`config.mk`:
```
export PLATFORM = sky130hd
export DESIGN_NAME = wrapped_angle_kalman_filter
export DESIGN_NICKNAME = d
export VERILOG_FILES = /design/src/wakf_pkg.sv /design/src/wrapped_angle_kalman_filter.sv /design/src/wakf_ctrl.sv /design/src/wakf_dp.sv
export SDC_FILE = /design/constraint.sdc
export NUM_CORES = 2
export LEC_CHECK = 0
export BUFFER_PORTS_ARGS = -buffer_cell sky130_fd_sc_hd__clkbuf_2
export CORE_MARGIN = 4
export CORE_UTILIZATION = 61
export CTS_BUF_LIST = sky130_fd_sc_hd__clkbuf_16
export DETAILED_ROUTE_END_ITERATION = 6
export PLACE_DENSITY = 0.85
export SYNTH_ARGS = -nofsm -noshare
export SYNTH_HDL_FRONTEND = slang
export SYNTH_SLANG_ARGS = --single-unit
export TNS_END_PERCENT = 100
```
`constraint.sdc`:
```
create_clock -name clk -period 17.65 [get_ports clk]
set_input_delay 1.765 -clock clk [delete_from_list [all_inputs] [get_ports clk]]
set_output_delay 1.765 -clock clk [all_outputs]
set_load 0.03 [all_outputs]
```
`src/wakf_pkg.sv`:
```
// wakf_pkg: shared types, constants and angle helpers for the wrapped angle kalman filter
// used by wakf_ctrl, wakf_dp and wrapped_angle_kalman_filter; no dependencies
`default_nettype none

package wakf_pkg;

	// field widths
	localparam int ANGLE_W = 16;
	localparam int VAR_W   = 32;
	localparam int AUX_W   = 32;
	localparam int Q_W     = 24;
	localparam int FUNC_W  = 2;
	localparam int GAIN_W  = 16;
	localparam int EXT_W   = 18;   // angle sums and innovation before saturation
	localparam int QUO_W   = 17;   // gain quotient, up to 1.0 in Q1.16
	localparam int DIV_CNT_W = 5;

	localparam logic [Q_W-1:0] Q_ANGLE_RESET = 24'd1678;

	localparam logic signed [EXT_W-1:0] ANG_PI     = 18'sd12868;
	localparam logic signed [EXT_W-1:0] ANG_TWO_PI = 18'sd25736;
	localparam logic signed [EXT_W-1:0] ANG_MAX    = 18'sd32767;
	localparam logic signed [EXT_W-1:0] ANG_MIN    = -18'sd32768;

	localparam logic [DIV_CNT_W-1:0] DIV_LAST_BIT = 5'd16;

	// function codes carried in tuser
	typedef enum logic [FUNC_W-1:0] {
		FUNC_PREDICT = 2'd0,
		FUNC_UPDATE  = 2'd1,
		FUNC_SET     = 2'd2,
		FUNC_NOP     = 2'd3
	} func_t;

	// controller states
	typedef enum logic [2:0] {
		ST_IDLE,
		ST_PMUL,
		ST_UINIT,
		ST_DIV,
		ST_CMUL,
		ST_VMUL,
		ST_FIN
	} state_t;

	// commands from controller to datapath
	typedef struct packed {
		logic load;      // capture request fields
		logic pred_mul;  // dt * q_angle
		logic div_init;  // start gain divide, latch innovation
		logic div_step;  // one quotient bit
		logic corr_mul;  // gain * innovation
		logic var_mul;   // variance * (1 - gain)
		logic commit;    // write state and result register
	} cmd_t;

	// status from datapath to controller
	typedef struct packed {
		logic div_last;  // last quotient bit in progress
		logic out_free;  // result register can take a new result
	} sts_t;

	// subtract or add two pi at most once each
	function automatic logic signed [EXT_W-1:0] wrap_angle(input logic signed [EXT_W-1:0] a);
		logic signed [EXT_W-1:0] r;
		r = a;
		if (r > ANG_PI) r = r - ANG_TWO_PI;
		if (r < -ANG_PI) r = r + ANG_TWO_PI;
		return r;
	endfunction

	// clamp to the signed 16-bit angle range
	function automatic logic signed [ANGLE_W-1:0] sat_angle(input logic signed [EXT_W-1:0] a);
		logic signed [ANGLE_W-1:0] r;
		if (a > ANG_MAX) r = 16'sh7FFF;
		else if (a < ANG_MIN) r = 16'sh8000;
		else r = a[ANGLE_W-1:0];
		return r;
	endfunction

endpackage

`default_nettype wire

```
`src/wrapped_angle_kalman_filter.sv`:
```
// Wrapped-angle scalar kalman filter, top level: stream ports, config port.
// Order from request accept to result valid: set and unused codes commit directly;
// predict multiplies first; update runs the 17-step divider, then both multiplies.
// One request at a time, next accepted the cycle after commit; a held result stalls commit.
// Reset (arst_n low, async): angle and variance 0, q_angle 1678, no result pending.
// Depends on wakf_pkg, wakf_ctrl, wakf_dp.
`default_nettype none

module wrapped_angle_kalman_filter
	import wakf_pkg::*;
(
	input  wire logic               clk,
	input  wire logic               arst_n,
	// request stream
	input  wire logic               s_tvalid,
	output logic                    s_tready,
	input  wire logic [47:0]        s_tdata,   // [15:0] angle_value, [47:16] aux_value
	input  wire logic [7:0]         s_tuser,   // [1:0] func, [7:2] zero
	// result stream
	output logic                    m_tvalid,
	input  wire logic               m_tready,
	output logic [47:0]             m_tdata,   // [15:0] angle_out, [47:16] variance_out
	// q_angle write
	input  wire logic               cfg_valid,
	output logic                    cfg_ready,
	input  wire logic [Q_W-1:0]     cfg_data
);

	cmd_t                      cmd;
	sts_t                      sts;
	logic signed [ANGLE_W-1:0] angle_out;
	logic [VAR_W-1:0]          variance_out;

	assign cfg_ready = 1'b1;

	wakf_ctrl u_ctrl (
		.clk      (clk),
		.arst_n   (arst_n),
		.s_tvalid (s_tvalid),
		.s_tready (s_tready),
		.func     (s_tuser[FUNC_W-1:0]),
		.sts      (sts),
		.cmd      (cmd)
	);

	wakf_dp u_dp (
		.clk          (clk),
		.arst_n       (arst_n),
		.cmd          (cmd),
		.sts          (sts),
		.func         (s_tuser[FUNC_W-1:0]),
		.angle_value  ($signed(s_tdata[ANGLE_W-1:0])),
		.aux_value    (s_tdata[ANGLE_W+AUX_W-1:ANGLE_W]),
		.cfg_we       (cfg_valid),
		.cfg_data     (cfg_data),
		.out_valid    (m_tvalid),
		.out_ready    (m_tready),
		.angle_out    (angle_out),
		.variance_out (variance_out)
	);

	assign m_tdata = {variance_out, angle_out};

endmodule

`default_nettype wire

```
`src/wakf_ctrl.sv`:
```
// wakf_ctrl: sequencing state machine for predict, update, set and no-op requests
// depends on wakf_pkg; drives wakf_dp through cmd_t and reads sts_t
`default_nettype none

module wakf_ctrl
	import wakf_pkg::*;
(
	input  wire logic                  clk,
	input  wire logic                  arst_n,
	input  wire logic                  s_tvalid,
	output logic                       s_tready,
	input  wire logic [FUNC_W-1:0]     func,
	input  wire sts_t                  sts,
	output cmd_t                       cmd
);

	state_t state_q, state_nxt;

	// state register
	always_ff @(posedge clk or negedge arst_n) begin
		if (!arst_n) begin
			state_q <= ST_IDLE;
		end else begin
			state_q <= state_nxt;
		end
	end

	// next state and commands
	always_comb begin
		state_nxt = state_q;
		cmd       = '0;
		s_tready  = 1'b0;
		case (state_q)
			ST_IDLE: begin
				s_tready = 1'b1;
				if (s_tvalid) begin
					cmd.load = 1'b1;
					case (func_t'(func))
						FUNC_PREDICT: state_nxt = ST_PMUL;
						FUNC_UPDATE:  state_nxt = ST_UINIT;
						default:      state_nxt = ST_FIN;
					endcase
				end
			end
			ST_PMUL: begin
				cmd.pred_mul = 1'b1;
				state_nxt    = ST_FIN;
			end
			ST_UINIT: begin
				cmd.div_init = 1'b1;
				state_nxt    = ST_DIV;
			end
			ST_DIV: begin
				cmd.div_step = 1'b1;
				if (sts.div_last) state_nxt = ST_CMUL;
			end
			ST_CMUL: begin
				cmd.corr_mul = 1'b1;
				state_nxt    = ST_VMUL;
			end
			ST_VMUL: begin
				cmd.var_mul = 1'b1;
				state_nxt   = ST_FIN;
			end
			ST_FIN: begin
				if (sts.out_free) begin
					cmd.commit = 1'b1;
					state_nxt  = ST_IDLE;
				end
			end
			default: begin
				state_nxt = ST_IDLE;
			end
		endcase
	end

endmodule

`default_nettype wire

```
`src/wakf_dp.sv`:
```
// wakf_dp: filter state, gain divider, multipliers and result register
// depends on wakf_pkg; controlled by wakf_ctrl through cmd_t
`default_nettype none

module wakf_dp
	import wakf_pkg::*;
(
	input  wire logic                       clk,
	input  wire logic                       arst_n,
	input  wire cmd_t                       cmd,
	output sts_t                            sts,
	input  wire logic [FUNC_W-1:0]          func,
	input  wire logic signed [ANGLE_W-1:0]  angle_value,
	input  wire logic [AUX_W-1:0]           aux_value,
	input  wire logic                       cfg_we,
	input  wire logic [Q_W-1:0]             cfg_data,
	output logic                            out_valid,
	input  wire logic                       out_ready,
	output logic signed [ANGLE_W-1:0]       angle_out,
	output logic [VAR_W-1:0]                variance_out
);

	// configuration and filter state
	logic [Q_W-1:0]              q_angle_q;
	logic signed [ANGLE_W-1:0]   angle_q;
	logic [VAR_W-1:0]            var_q;

	// captured request
	logic [FUNC_W-1:0]           func_q;
	logic signed [ANGLE_W-1:0]   av_q;
	logic [AUX_W-1:0]            aux_q;

	// working registers
	logic [AUX_W+Q_W-1:0]        inc_prod_q;
	logic [VAR_W+1:0]            rem_q;
	logic [VAR_W:0]              den_q;
	logic [QUO_W-1:0]            quo_q;
	logic [DIV_CNT_W-1:0]        cnt_q;
	logic signed [EXT_W-1:0]     y_q;
	logic signed [QUO_W+EXT_W-1:0] corr_prod_q;
	logic [VAR_W+QUO_W-1:0]      vprod_q;

	// result register
	logic                        out_valid_q;
	logic signed [ANGLE_W-1:0]   out_angle_q;
	logic [VAR_W-1:0]            out_var_q;

	// combinational terms
	logic signed [EXT_W-1:0]     av_ext, ang_ext, ydiff;
	logic [AUX_W+Q_W:0]          inc_rnd;
	logic [VAR_W:0]              inc;
	logic [VAR_W+1:0]            pvar_sum;
	logic [VAR_W-1:0]            pvar;
	logic signed [ANGLE_W-1:0]   pangle;
	logic                        rem_ge;
	logic [GAIN_W-1:0]           gain;
	logic signed [QUO_W-1:0]     gain_s;
	logic [QUO_W-1:0]            vfac;
	logic signed [QUO_W+EXT_W-1:0] corr_rnd;
	logic signed [EXT_W-1:0]     corr;
	logic signed [ANGLE_W-1:0]   uangle;
	logic [VAR_W+QUO_W:0]        vrnd;
	logic [VAR_W-1:0]            uvar;
	logic signed [ANGLE_W-1:0]   angle_nxt;
	logic [VAR_W-1:0]            var_nxt;

	assign av_ext  = EXT_W'(av_q);
	assign ang_ext = EXT_W'(angle_q);
	assign ydiff   = av_ext - ang_ext;

	// predict: rounded variance increment with saturation, wrapped angle
	assign inc_rnd  = {1'b0, inc_prod_q} + (AUX_W+Q_W+1)'(1 << (Q_W - 1));
	assign inc      = inc_rnd[AUX_W+Q_W:Q_W];
	assign pvar_sum = {1'b0, var_q} + {1'b0, inc};
	assign pvar     = (pvar_sum[VAR_W+1:VAR_W] != 2'b00) ? {VAR_W{1'b1}} : pvar_sum[VAR_W-1:0];
	assign pangle   = sat_angle(wrap_angle(ang_ext + av_ext));

	// gain from quotient, zero for a zero denominator, unit gain clipped
	assign rem_ge = (rem_q >= {1'b0, den_q});
	assign gain   = (den_q == '0) ? '0 :
	                (quo_q[QUO_W-1] ? {GAIN_W{1'b1}} : quo_q[GAIN_W-1:0]);
	assign gain_s = $signed({1'b0, gain});
	assign vfac   = (QUO_W'(1) << GAIN_W) - {1'b0, gain};

	// update: rounded correction and variance
	assign corr_rnd = corr_prod_q + (QUO_W+EXT_W)'(1 << (GAIN_W - 1));
	assign corr     = corr_rnd[EXT_W+GAIN_W-1:GAIN_W];
	assign uangle   = sat_angle(wrap_angle(ang_ext + corr));
	assign vrnd     = {1'b0, vprod_q} + (VAR_W+QUO_W+1)'(1 << (GAIN_W - 1));
	assign uvar     = vrnd[VAR_W+GAIN_W-1:GAIN_W];

	// next state by function code
	always_comb begin
		angle_nxt = angle_q;
		var_nxt   = var_q;
		case (func_t'(func_q))
			FUNC_PREDICT: begin
				angle_nxt = pangle;
				var_nxt   = pvar;
			end
			FUNC_UPDATE: begin
				angle_nxt = uangle;
				var_nxt   = uvar;
			end
			FUNC_SET: begin
				angle_nxt = av_q;
				var_nxt   = '0;
			end
			default: begin
				angle_nxt = angle_q;
				var_nxt   = var_q;
			end
		endcase
	end

	// process noise register
	always_ff @(posedge clk or negedge arst_n) begin
		if (!arst_n) begin
			q_angle_q <= Q_ANGLE_RESET;
		end else if (cfg_we) begin
			q_angle_q <= cfg_data;
		end
	end

	// filter state and result valid
	always_ff @(posedge clk or negedge arst_n) begin
		if (!arst_n) begin
			angle_q     <= '0;
			var_q       <= '0;
			out_valid_q <= 1'b0;
		end else begin
			if (cmd.commit) begin
				angle_q     <= angle_nxt;
				var_q       <= var_nxt;
				out_valid_q <= 1'b1;
			end else if (out_ready) begin
				out_valid_q <= 1'b0;
			end
		end
	end

	// result payload
	always_ff @(posedge clk) begin
		if (cmd.commit) begin
			out_angle_q <= angle_nxt;
			out_var_q   <= var_nxt;
		end
	end

	// request capture
	always_ff @(posedge clk) begin
		if (cmd.load) begin
			func_q <= func;
			av_q   <= angle_value;
			aux_q  <= aux_value;
		end
	end

	// predict multiplier
	always_ff @(posedge clk) begin
		if (cmd.pred_mul) begin
			inc_prod_q <= {{Q_W{1'b0}}, aux_q} * {{AUX_W{1'b0}}, q_angle_q};
		end
	end

	// restoring divider, one quotient bit per cycle
	always_ff @(posedge clk or negedge arst_n) begin
		if (!arst_n) begin
			cnt_q <= '0;
		end else if (cmd.div_init) begin
			cnt_q <= DIV_LAST_BIT;
		end else if (cmd.div_step && cnt_q != '0) begin
			cnt_q <= cnt_q - 1'b1;
		end
	end

	always_ff @(posedge clk) begin
		if (cmd.div_init) begin
			rem_q <= {2'b00, var_q};
			den_q <= {1'b0, var_q} + {1'b0, aux_q};
			quo_q <= '0;
			y_q   <= wrap_angle(ydiff);
		end else if (cmd.div_step) begin
			quo_q <= {quo_q[QUO_W-2:0], rem_ge};
			if (rem_ge) begin
				rem_q <= (rem_q - {1'b0, den_q}) << 1;
			end else begin
				rem_q <= rem_q << 1;
			end
		end
	end

	// update multipliers, one per cycle
	always_ff @(posedge clk) begin
		if (cmd.corr_mul) begin
			corr_prod_q <= (QUO_W+EXT_W)'(gain_s) * (QUO_W+EXT_W)'(y_q);
		end
		if (cmd.var_mul) begin
			vprod_q <= {{QUO_W{1'b0}}, var_q} * {{VAR_W{1'b0}}, vfac};
		end
	end

	assign sts.div_last = (cnt_q == '0);
	assign sts.out_free = !out_valid_q || out_ready;

	assign out_valid    = out_valid_q;
	assign angle_out    = out_angle_q;
	assign variance_out = out_var_q;

endmodule

`default_nettype wire
```
[After elaboration in Yosys (flattened, before gate mapping)]
Cells that the tools add are included.
Operators by class
  add/sub/neg operators: 17
  multiply operators: 3
  divide/modulo/power cells: 0
  order comparisons: 11
  equality and inequality tests: 12
  shifts and indexed selects: 0
  multiplexer cells: 38
  bitwise gates (word level): 0
  reductions and logical operators: 15
Operators with widths (count)
  $mux W18: 7
  $mux W16: 6
  $mux W32: 3
  $pmux W32 S3: 1
  $add A56 B24 Y57 const B: 1
  $mul A32 B24 Y56: 1
  $add A18 B16 Y18 const B: 3
  $gt A18 B15 Y1 const B: 3
  $lt A18 B15 Y1 const B: 3
  $sub A18 B16 Y18 const B: 3
  $add A48 B16 Y48 const B: 1
  $mul A32 B17 Y48: 1
  $pmux W16 S3: 1
  $gt A18 B16 Y1 const B: 2
  $lt A18 B16 Y1 const B: 2
  $add A32 B33 Y34: 1
  $add A34 B17 Y34 const B: 1
  $ge A34 B33 Y1: 1
  $mul A17 B18 Y34: 1
  $mux W34: 1
  $add A32 B32 Y33: 1
  $logic_not A33 Y1: 1
  $sub A33 B33 Y33: 1
  $add A16 B18 Y18: 1
  other kinds (25): 49
Word-level totals
  register bits after elaboration: 419
  latch bits: 0
  RAM bits: 0
  memory bits (read-only): 0
  output and inout bits: 51
  word-level logic and storage cells: 115
  memories kept: 0

[Logic depth before layout (Yosys ltp)]
  word-level depth: 10
  gate-level depth with buffers: 41
  mapped depth without buffers: 38

[Cells and area by module]
From an unflattened synthesis, not the netlist that was laid out.
Unflattened totals
  cell total of the unflattened synthesis: 8397
  area total of the unflattened synthesis: 75786.4 um^2
By module, submodules not included
  wakf_dp: instances 1, cells an instance 8362, area an instance 75504.9 um^2
  wakf_ctrl: instances 1, cells an instance 33, area an instance 270.3 um^2
  wrapped_angle_kalman_filter: instances 1, cells an instance 2, area an instance 11.3 um^2

[Least setup slack after synthesis]
OpenSTA, ideal clock, no wires.
  kind: reg-to-reg
  start: register u_dp.den_q[1]
  end: register u_dp.vprod_q[46], data pin
  library setup time: 0.265 ns
  data arrival time: 9.630 ns
  setup slack: 7.756 ns
  cell stages (with the launch flop): 36
  buffers on the path: 4
  clock period less this slack: 9.894 ns
  path through: edfxtp_1 nor4_1 nand4_1 nor3_1 clkbuf_1 nor2_1 clkbuf_1 clkbuf_1 inv_1 ha_1 nand2_1 nor4_1 xnor2_1 clkbuf_1 nand2_1 fa_1 inv_1 fa_1 fa_1 fa_1 fa_1 inv_1 fa_1 inv_1 ha_1 a21o_1 a221o_1 a2111o_1 o2111ai_1 a21oi_1 o31ai_1 a21boi_0 a2111oi_0 o21bai_1 a211oi_1 a21oi_1
On the way
  word-level cells in the longest chain between the ends: 4
RTL lines
  start, declared: line wakf_dp.sv:36  | logic [VAR_W:0] den_q;
  start signal, assigned: line wakf_dp.sv:180  | den_q <= {1'b0, var_q} + {1'b0, aux_q};
  $logic_not A33 Y1: line wakf_dp.sv:80  | assign gain = (den_q == '0) ? '0 :
  $mux W16: line wakf_dp.sv:80
  $sub A17 B16 Y17: line wakf_dp.sv:83  | assign vfac = (QUO_W'(1) << GAIN_W) - {1'b0, gain};
  $mul A32 B17 Y48: line wakf_dp.sv:199  | vprod_q <= {{QUO_W{1'b0}}, var_q} * {{VAR_W{1'b0}}, vfac};
  end signal, assigned: line wakf_dp.sv:199
  end, declared: line wakf_dp.sv:41  | logic [VAR_W+QUO_W-1:0] vprod_q;
Every way passes these cells.
A chain may end at the register's enable or synchronous reset.

[Worst setup path after layout]
  start: register u_dp.den_q[28]
  end: register u_dp.vprod_q[46], data pin
Same word-level chain as after synthesis.

==> impl_metrics.tcl <==
set metrics [dict create \
    start_util_pct 61.8 \
    path_max_fanout 32 \
    cp-startpoint "u_dp.den_q[28]$_DFFE_PP_" \
    cts_sinks 366 \
    grt_usage_pct 32.8 \
    wl_per_cell_um 20.9 \
    final_cells 10027 \
    die_h_um 360 \
    synth_area_per_cell_sq_um 8.95 \
    fin_skew_ns 0.0452 \
    r2r_slack_ns 5.90 \
    slowest_delay_ns 0.71 \
    nNetsFinal 10381 \
    hold_start "u_dp.quo_q[6]$_SDFFE_PP0P_" \
    setup_viol 0 \
    endpoint_kind "flop" \
    core-area_sq_um 123000 \
    postLayoutCoreUtil_pct 64.8 \
    rows 128 \
    period_needed_ns 11.75 \
    routed_wl_mm 210 \
    synth_flop_cell "edfxtp_1" \
    drc 11 \
    worstSetupPathType "flop to flop" \
    port_buffers 128 \
    syn2layout_area_growth_pct 4.97 \
    required_ns 18.05 \
    cts_setup_buffers 0 \
    seqCellArea_sq_um 10400 \
    cts_buffer_depth 3 \
    htree_levels 2 \
    die-area_sq_um 130000 \
    cp-start-kind "flop" \
    via_count 60557 \
    clkTransAtPathRegs_ns 0.07 \
    period_share_pct 66.6 \
    tns_ns 0 \
    synth_cell_types 130 \
    reg2reg_to "u_dp.vprod_q[46]$_DFFE_PN_" \
    async_reset_ff_share_pct 22.1 \
    gp_congestion 0.953 \
    tightest_slew_ns 1.29 \
    worstPathArrival_ns 12.15 \
    grt_pass1_wl_mm 340 \
    synth.top_cells.by_area "fa_1 (37%), edfxtp_1 (11%), ha_1 (8.9%)" \
    vias_per_cell 6.04 \
    outcome "finished, violations left" \
    slew-limit-headroom_pct 13.4 \
    drv_cap 0 \
    endpoint "u_dp.vprod_q[46]$_DFFE_PN_" \
    r2r-start "u_dp.den_q[28]$_DFFE_PP_" \
    drive_gt1_share_pct 5.74 \
    cts_resized 0 \
    cts-hold-fix-buffers 0 \
    synthesis.area_sq_um 75700 \
    seq_area_frac_synth_pct 13.7 \
    hold_class "flop to flop" \
    synth_edf_count 266 \
    cts_tree "yes" \
    grt-ovfl-total 0 \
    failed_checks "design-rule violations" \
    drt_iter0_drc 5385 \
    synth_nets 10473 \
    cts_root_buffer "clkbuf_16" \
    synth.most_common_cell "inv_1" \
    numCtsBuffers 46 \
    yosys_warnings 0 \
    cp_common_cell "fa_1" \
    die_w_um 360 \
    cp_slowest_cell "a2111oi_0" \
    synth_top_cell_by_area "fa_1" \
    grt_pass1_vias 65598 \
    synthCells 8456 \
    hold_violations 0 \
    dp.cells 9941 \
    maxSlewViolCount 0 \
    synth_top_area_share_pct 36.9 \
    fillCellCount 9229 \
    grt_antenna_before_repair 7 \
    firstDrtPassIters 7 \
    multi_input_area_sq_um 57700 \
    grt_max_degree 64 \
    antenna_left 0 \
    ys_seq_elements 366 \
    rsz0062_at_grt "false" \
    io_pins 136 \
    worst_r2r_path_depth 36 \
    synth_common_cells "inv_1 (1650), nand2_1 (1399), fa_1 (1395), ha_1 (537), and2_1 (501)" \
    max_freq_ghz 0.0851 \
    clock_latency_ns 0.66 \
    hpwl_mm 157 \
]
-- sequential cells by signal, summed over array words and instances (netlist names), 5 cells and up --
name	count
u_dp.av_q	16
u_dp.q_angle_q	24
u_dp.quo_q	17
u_dp.y_q	18
u_dp.den_q	33
u_dp.angle_out	16
u_dp.angle_q	16
u_dp.variance_out	32
u_dp.inc_prod_q	33
u_dp.vprod_q	33
u_dp.var_q	32
u_dp.aux_q	32
u_dp.cnt_q	5
u_dp.rem_q	34
u_dp.corr_prod_q	19
-- cell usage in the layout (no fill, tap or decap), drive strengths merged, types with 112 or more instances in the layout --
cell,count
a21oi,235
and2,503
buf,131
clkbuf,173
edfxtp,266
fa,1395
ha,537
inv,1661
nand2,1400
nor2,373
nor3,112
o21ai,208
xnor2,245
-- final cells by class --
type	count	area share, %
multi-input cells	6038	72.6
flip-flops and latches	366	13.1
inverters	1654	7.82
well taps	1625	2.56
repair buffers	258	2.04
clock buffers	46	1.45
clock inverters	39	0.466
diodes	1	0.00315
-- per-layer routing --
metal	share of wire, %	GRT usage [%]	wire (um)
met5	0.013	0	28
met1	35	39.8	72900
met4	7.5	20.5	15700
met2	46	53.2	97400
met3	11	7.63	23900
-- cells by family after synthesis --
| kind of cell | share of synthesized area, % |
|---|---|
| buffers and inverters | 10.3 |
| flip-flops | 13.7 |
| XOR/XNOR | 4.09 |
| adder cells (fa/ha/maj) | 45.8 |
| other | 0.00495 |
| AO/OA/AOI/OAI | 8.44 |
| AND/OR/NAND/NOR | 16.8 |
| multiplexers | 0.833 |
-- per-stage QoR --
stage                     hold WS (ns)  instance area [sq um]  worst slack, ns
after floorplan                  0.431                  75700             7.76
after global placement           0.440                  77900             6.24
after detailed placement         0.455                  77900             6.09
after CTS                        0.463                  79400             6.08
after global routing             0.482                  79400             5.13
final                            0.464                  79400             5.90
-- how the worst min path moves through the flow --
stage / to / slack (ns) / cells past startpoint
finish: u_dp.quo_q[6]$_SDFFE_PP0P_ / 0.46 / 2
global route: u_dp.quo_q[11]$_SDFFE_PP0P_ / 0.48 / 2
CTS: u_dp.quo_q[10]$_SDFFE_PP0P_ / 0.46 / 2
detailed placement: u_dp.quo_q[10]$_SDFFE_PP0P_ / 0.46 / 2
global placement: u_dp.quo_q[13]$_SDFFE_PP0P_ / 0.44 / 2
floorplan: u_dp.quo_q[1]$_SDFFE_PP0P_ / 0.43 / 2
-- critical path, delay by kind of cell (launching register included) --
kind            cells  cell delay [ns]
fa+ha+maj           7             3.14
xor+xnor            1             0.16
compound gates     12             3.76
flops               1             0.40
simple gates       10             2.98
buf+inv             6             1.06
Power is left out: the tool's default activity adds up to more than one toggle a clock period on the data nets, which glitch-free logic cannot reach.
